==> src/hw/rtl/bcgp_pkg.sv <==
// ----------------------------------------------------------------------------
// bcgp_pkg: shared constants and types for the box corner ground projection
// Fixed-point widths of every pipeline section, register codes and the
// configuration and tag structures that travel between the modules.
// ----------------------------------------------------------------------------
package bcgp_pkg;

	localparam int PIXEL_BITS    = 12;
	localparam int OUT_FRAC_BITS = 8;
	localparam int NORM_FRAC     = 20;
	localparam int PIX_FRAC      = 4;
	localparam int TRIG_FRAC     = 14;

	// Magnitude width of a pixel offset from the principal point.
	localparam int MW   = (PIXEL_BITS + PIX_FRAC > 16) ? PIXEL_BITS + PIX_FRAC : 16;
	// Normalised coordinate: quotient bits and signed width.
	localparam int QN   = MW + NORM_FRAC;
	localparam int NV   = QN + 1;
	// Product of a Q1.14 trig value and a normalised coordinate.
	localparam int PW   = NV + 16;
	// Signed width of the rotated ray components.
	localparam int RW   = ((PW - TRIG_FRAC > 22) ? PW - TRIG_FRAC : 22) + 1;
	// Projection numerator and scaled dividend.
	localparam int NUMW = 16 + RW;
	localparam int NW   = NUMW + OUT_FRAC_BITS;
	localparam int QB   = 32;
	localparam int HW   = NW - QB;
	localparam int TW   = ((HW > RW) ? HW : RW) + 1;

	localparam int CFG_W = 20;
	localparam int IDX_W = 3;

	localparam logic [IDX_W-1:0] REG_CENTER_X  = 3'd0;
	localparam logic [IDX_W-1:0] REG_CENTER_Y  = 3'd1;
	localparam logic [IDX_W-1:0] REG_FOCAL_X   = 3'd2;
	localparam logic [IDX_W-1:0] REG_FOCAL_Y   = 3'd3;
	localparam logic [IDX_W-1:0] REG_COS_PITCH = 3'd4;
	localparam logic [IDX_W-1:0] REG_SIN_PITCH = 3'd5;
	localparam logic [IDX_W-1:0] REG_HEIGHT    = 3'd6;
	localparam logic [IDX_W-1:0] REG_MIN_DEN   = 3'd7;

	localparam logic [1:0] CORNER_LT = 2'd0;
	localparam logic [1:0] CORNER_RT = 2'd1;
	localparam logic [1:0] CORNER_RB = 2'd2;
	localparam logic [1:0] CORNER_LB = 2'd3;

	typedef struct packed {
		logic        [15:0] center_x;
		logic        [15:0] center_y;
		logic        [15:0] focal_x;
		logic        [15:0] focal_y;
		logic signed [15:0] cos_pitch;
		logic signed [15:0] sin_pitch;
		logic        [15:0] camera_height;
		logic        [19:0] min_denominator;
	} cfg_t;

	typedef struct packed {
		logic [1:0] idx;
		logic       ok;
	} tag_t;

endpackage

==> src/hw/rtl/bcgp_rot.sv <==
// ----------------------------------------------------------------------------
// bcgp_rot: pitch rotation and ray check
// Rotates the normalised ray by the camera pitch over two stages and decides
// whether the ray is steep enough to meet the ground.
// ----------------------------------------------------------------------------
module bcgp_rot (
	input  logic                             clk,
	input  logic                             arst_n,
	input  logic                             adv,
	input  logic                             in_v,
	input  bcgp_pkg::tag_t                   in_tag,
	input  logic signed [bcgp_pkg::NV-1:0]   xn,
	input  logic signed [bcgp_pkg::NV-1:0]   yn,
	input  logic signed [15:0]               cos_pitch,
	input  logic signed [15:0]               sin_pitch,
	input  logic [19:0]                      min_denominator,
	output logic                             out_v,
	output bcgp_pkg::tag_t                   out_tag,
	output logic [bcgp_pkg::RW-1:0]          mag_x,
	output logic [bcgp_pkg::RW-1:0]          mag_z,
	output logic [bcgp_pkg::RW-1:0]          den,
	output logic                             neg_x,
	output logic                             neg_z
);

	localparam int R = bcgp_pkg::RW;
	localparam int P = bcgp_pkg::PW;

	logic                  v_s1;
	bcgp_pkg::tag_t        tag_s1;
	logic signed [P-1:0]   pc_s1;
	logic signed [P-1:0]   ps_s1;
	logic signed [bcgp_pkg::NV-1:0] xn_s1;

	logic                  v_s2;
	bcgp_pkg::tag_t        tag_s2;
	logic [R-1:0]          mx_s2;
	logic [R-1:0]          mz_s2;
	logic [R-1:0]          md_s2;
	logic                  nx_s2;
	logic                  nz_s2;

	logic signed [R-1:0]   yd;
	logic signed [R-1:0]   zd;
	logic signed [R-1:0]   xw;
	logic [R-1:0]          ym;
	logic                  steep;

	// Second stage: floor shift back to Q.20 and add the trig offsets.
	always_comb begin
		yd    = R'(pc_s1 >>> bcgp_pkg::TRIG_FRAC) - (R'(sin_pitch) <<< 6);
		zd    = R'(ps_s1 >>> bcgp_pkg::TRIG_FRAC) + (R'(cos_pitch) <<< 6);
		xw    = R'(xn_s1);
		ym    = yd[R-1] ? R'(-yd) : R'(yd);
		steep = (ym != '0) && (ym >= R'(min_denominator));
	end

	always_ff @(posedge clk or negedge arst_n) begin
		if (!arst_n) begin
			v_s1 <= 1'b0;
			v_s2 <= 1'b0;
		end else if (adv) begin
			v_s1 <= in_v;
			v_s2 <= v_s1;
		end
	end

	// First stage multiplies, second stage forms magnitudes and signs.
	always_ff @(posedge clk) begin
		if (adv) begin
			tag_s1     <= in_tag;
			pc_s1      <= P'(cos_pitch) * P'(yn);
			ps_s1      <= P'(sin_pitch) * P'(yn);
			xn_s1      <= xn;
			tag_s2.idx <= tag_s1.idx;
			tag_s2.ok  <= tag_s1.ok && steep;
			mx_s2      <= xw[R-1] ? R'(-xw) : R'(xw);
			mz_s2      <= zd[R-1] ? R'(-zd) : R'(zd);
			md_s2      <= ym;
			nx_s2      <= xw[R-1] ^ yd[R-1];
			nz_s2      <= zd[R-1] ^ yd[R-1];
		end
	end

	assign out_v   = v_s2;
	assign out_tag = tag_s2;
	assign mag_x   = mx_s2;
	assign mag_z   = mz_s2;
	assign den     = md_s2;
	assign neg_x   = nx_s2;
	assign neg_z   = nz_s2;

endmodule

==> config.mk <==
export PLATFORM = sky130hd
export DESIGN_NAME = bcgp_rot
export DESIGN_NICKNAME = d
export VERILOG_FILES = /design/src/hw/rtl/bcgp_pkg.sv /design/src/hw/rtl/bcgp_rot.sv
export SDC_FILE = /design/constraint.sdc
export NUM_CORES = 2
export LEC_CHECK = 0
export ABC_AREA = 1
export BUFFER_PORTS_ARGS = -buffer_cell sky130_fd_sc_hd__buf_4
export CORE_AREA = 2 2 344 346
export CTS_BUF_LIST = sky130_fd_sc_hd__clkbuf_2 sky130_fd_sc_hd__clkbuf_4 sky130_fd_sc_hd__clkbuf_8
export CTS_CLUSTER_SIZE = 24
export DETAILED_ROUTE_END_ITERATION = 12
export DIE_AREA = 0 0 346 348
export HOLD_SLACK_MARGIN = 0.15
export PLACE_DENSITY = 0.76
export REMOVE_ABC_BUFFERS = 1
export SYNTH_ARGS = -nofsm -noshare
export SYNTH_HDL_FRONTEND = slang
export SYNTH_SLANG_ARGS = --single-unit
==> constraint.sdc <==
create_clock -name clk -period 10.5 [get_ports clk]
set_input_delay 0 -clock clk [delete_from_list [all_inputs] [get_ports clk]]
set_output_delay 0 -clock clk [all_outputs]
set_load 0.01 [all_outputs]
# == Word-level counts from Yosys, hierarchy flattened ==
# Index checks and enable logic that the tools add are counted.
# op_classes
add_sub_neg,5
bitwise,2
muxes,3
mul,2
n_reduce_logical,3
n_lt_le_gt_ge,1
# op_table
operator,count
$mul 16x37->53,2
$neg 40->40,2
$add 39x22->40,1
$ge 40x20->1,1
$mux 40,1
$neg 37->40,1
$reduce_bool 40->1,1
$sub 39x22->40,1
$mux 39,1
$mux 36,1
$logic_and 1x1->1,2
$xor 1x1->1,2
# totals
word_cells,32
output_inout_bits,126
reg_bits,273
inputBits,133

# == Longest topological paths before layout ==
# logic_depth
word_depth,6
mapped_depth,32
depth_no_buf,30

# == Least setup slack after synthesis ==
# Ideal clock, no wire load.
# synth_timing
path_kind,input to register
startpoint,input sin_pitch[15]
endpoint,"register ps_s1[43], data pin"
n_path_buf,1
t_arrival_ns,5.595
required_ns,10.238
setup_slack_ns,4.643
stages,24
cell_sequence,inv_1 clkbuf_1 nor2_1 fa_1 fa_1 fa_1 fa_1 fa_1 inv_1 fa_1 inv_1 ha_1 nand2_1 nor2_1 inv_1 nor2_1 inv_1 nor4_1 a21oi_1 o31ai_1 nand3_1 o211ai_1 a21oi_1 xor2_1
# synth_via
elab_chain_cells,1
# synth_rtl
element,line,source
start: declaration,bcgp_rot.sv:15,"input logic signed [15:0] sin_pitch,"
$mul 16x37->53,bcgp_rot.sv:73,ps_s1 <= P'(sin_pitch) * P'(yn);
end signal: assignment,bcgp_rot.sv:73,
end: declaration,bcgp_rot.sv:32,logic signed [P-1:0] ps_s1;
# Every way passes these cells.
# A chain may end at the register's enable or synchronous reset.

# == Worst setup path in the final report ==
# layout_timing
startpoint,input sin_pitch[8]
endpoint,"register ps_s1[47], data pin"
# The elaborated chain is that of the path after synthesis.

==> flow_metrics.env <==
export IMPL_cp_top_family="adder cells"
export IMPL_initial_utilization=0.495
export IMPL_criticalPathCategory="primary input to register"
export IMPL_dp_hpwl_mm=123
export IMPL_cts_tree="built"
export IMPL_rows=126
export IMPL_synth_main_ff_cell="edfxtp_1"
export IMPL_worst_slew_pin_slew_ns=1.22
export IMPL_reg2reg_from="pc_s1[46]"
export IMPL_cp_cell_sequence="buf_4, nand2_1, fa_1, inv_1, fa_1, inv_1, fa_1, inv_1, fa_1, fa_1, inv_1, fa_1, inv_1, ha_1, a21oi_1, inv_1, a21oi_1, inv_1, a21oi_1, o21ai_0, a21oi_1, o221ai_1, a221oi_1, xnor2_1"
export IMPL_port_buffers=258
export IMPL_gp_congestion=0.945
export IMPL_die_w_um=346
export IMPL_finalMaxSlewViolations=0
export IMPL_clock_sinks=245
export IMPL_synth_top_area_share=0.385
export IMPL_insertion_delay_ns=0.64
export IMPL_grt_pass1_vias=50600
export IMPL_worstSetupStartpointType="primary input"
export IMPL_hold_viol=0
export IMPL_clockBufferDepth=3
export IMPL_end_kind="register"
export IMPL_synth_area_leaders="fa_1 38%, inv_1 14%, edfxtp_1 13%"
export IMPL_synth_most_common_cell="inv_1"
export IMPL_synth_async_reset_ratio=0.00816
export IMPL_htree_num_levels=2
export IMPL_cp_slowest_cell="fa_1"
export IMPL_maxCapViolCount=0
export IMPL_setup_viol=0
export IMPL_tns_ns=0
export IMPL_dr_pass1_iters=7
export IMPL_min_period_over_period=0.569
export IMPL_postCtsSetupBuffers=0
export IMPL_yosys_warnings=0
export IMPL_die_y_um=348
export IMPL_required_ns=10.87
export IMPL_clk_pin_slew_ns=0.07
export IMPL_synth_yosys_seq_area_share=0.127
export IMPL_arrival_ns=6.34
export IMPL_path_common_cell="inv_1"
export IMPL_status="completed"
export IMPL_synth_common_cells="2,213 x inv_1, 1,852 x nand2_1, 1,112 x fa_1"
export IMPL_cts_root_buf="clkbuf_8"
export IMPL_rsz0062_at_grt="false"
export IMPL_min_period_ns=5.97
export IMPL_grt_pass1_wl_mm=262
export IMPL_num_io_pins=259
export IMPL_layout_drive_gt1_share=0.0542
export IMPL_syn2layout_area_growth_pct=8.15
export IMPL_cts_buffers=45
export IMPL_cp_buffers_inverters=8
export IMPL_synth_edff_count=243
export IMPL_syn_area_mm2=0.0579
export IMPL_antenna_found_initial=1
export IMPL_vias=47600
export IMPL_die_area_mm2=0.120
export IMPL_nNetsFinal=9128
export IMPL_core_area_mm2=0.117
export IMPL_drt_antenna_violating_nets=0
export IMPL_synth_cell_types=61
export IMPL_grt_overflow_total=0
export IMPL_drt_iter0_drc=3829
export IMPL_routed_wl_mm=160
export IMPL_fmax_mhz=167
export IMPL_nFillCells=10700
export IMPL_min_path_type="primary input to async pin"
export IMPL_yosysTopAreaCell="fa_1"
export IMPL_crit_fanout=38
export IMPL_drc=0
export IMPL_fin_worst_skew_ns=0.0506
export IMPL_syn_inst=7406
export IMPL_via_per_inst=5.22
export IMPL_synth_area_per_cell_um2=7.81
export IMPL_cp_slowest_stage_delay_ns=0.55
export IMPL_cp_startpoint="sin_pitch[8]"
export IMPL_post_drt_wl_per_cell_um=17.5
export IMPL_grt_max_degree=89
export IMPL_slew_headroom=0.188
export IMPL_synth_seq_cells=245
export IMPL_grt_usage=0.273
-- metrics by stage --
step                      setup WS [ns]  std cells  instance area, µm²  hold slack (ns)   util
after floorplan                    4.65       7155               56900           -0.296      -
after global placement             4.11       8954               60800           -0.218  0.520
after detailed placement           3.99       8954               60800           -0.216  0.520
after CTS                          4.70       9121               62600            0.177  0.535
after global routing               4.25       9122               62600            0.222  0.535
final                              4.53       9123               62600            0.252  0.535
-- state kept, by name, summed over array words and instances, names as in the netlist --
register	cells
den	40
mag_x	40
mag_z	40
neg_x	1
neg_z	1
out_tag	3
out_v	1
pc_s1	39
ps_s1	39
tag_s1	3
v_s1	1
xn_s1	37
-- final cells by class --
type                       count  area [µm²]  area share
multi-input combinational   4685       41200       0.658
inverter                    2225        8350       0.133
antenna                        2        5.00   0.0000800
timing repair buffer         350        2850      0.0456
sequential                   245        7350       0.117
clock buffer                  54         687      0.0110
clock inverter                26         230     0.00368
tap                         1536        1920      0.0307
-- worst reg2reg max path, stage by stage (launching register included) --
cell and delay (ns):
edfxtp_1 0.40, ha_1 0.38, a21oi_1 0.29, nor2_1 0.10
o21ai_1 0.12, nand2_1 0.08, nor2_1 0.31, nand2_4 0.08
nand2_4 0.13, nand2_8 0.11, inv_4 0.38, o21ai_2 0.11
xor2_1 0.25, inv_1 0.11, ha_1 0.30, nand2_1 0.09
nor2_1 0.05, a21oi_1 0.12, nand4_1 0.10, a21oi_1 0.14
o221ai_1 0.12, a21oi_1 0.13, o21bai_1 0.15, a21oi_1 0.09
-- metal layers --
| metal | share of wire | up-vias | routed length, µm | global-route usage |
|---|---|---|---|---|
| met5 | 0 | - | 0 | 0 |
| met3 | 0.082 | 431 | 13000 | 0.0392 |
| met1 | 0.39 | 23400 | 62800 | 0.346 |
| li1 | - | 21600 | - | - |
| met4 | 0.046 | 0 | 7350 | 0.111 |
| met2 | 0.48 | 2215 | 76900 | 0.469 |
-- placed cells by master, fill, tap and decap left out, drive strengths merged, types with 3 or more instances in the layout --
cell,n
inv,2225
nand2,1870
fa,1112
nor2,415
ha,331
buf,263
edfxtp,243
a21oi,215
nand3,171
xor2,138
o21ai,115
dlygate4sd3,87
xnor2,70
clkbuf,54
nand4,52
nor3,43
a31oi,35
clkinv,21
o21a,19
a21o,11
o211ai,11
nor4,10
or2,9
a211oi,9
nand3b,8
and3,7
o31ai,6
o21bai,5
o221ai,5
a21boi,5
bufinv,4
conb,3
-- final timing paths --
| check | end | slack, ns | cells past startpoint |
|---|---|---|---|
| setup reg to reg | out_tag[0] | 6.11 | 23 |
| min in group clk | out_tag[0] | 0.26 | 8 |
| max in group asynchronous | out_v | 10.13 | 3 |
| setup / recovery | ps_s1[47] | 4.53 | 24 |
| hold / removal | out_v | 0.25 | 3 |
| hold reg to reg | out_tag[1] | 0.42 | 0 |
-- kinds of logic (layout without fill, tap and decap cells) --
kind of cell | after synthesis | in the layout | synth area share
and+or+nand+nor | 2587 | 2587 | 0.180
buffers and inverters | 2478 | 2655 | 0.162
adders and majority gates | 1443 | 1443 | 0.456
AOI/OAI and AO/OA | 444 | 444 | 0.0437
DFF | 245 | 245 | 0.127
xor gates and xnor gates | 208 | 208 | 0.0315
other | 1 | 5 | 0.0000648
-- repair_timing --
action | 4_1_cts | 5_1_grt
resized for setup | 0 | 0
hold buffers | 87 | 0
endpoints found under the hold margin | 126 | 0
Power is left out: the tool's default activity adds up to more than one toggle a clock period on the data nets, which glitch-free logic cannot reach.
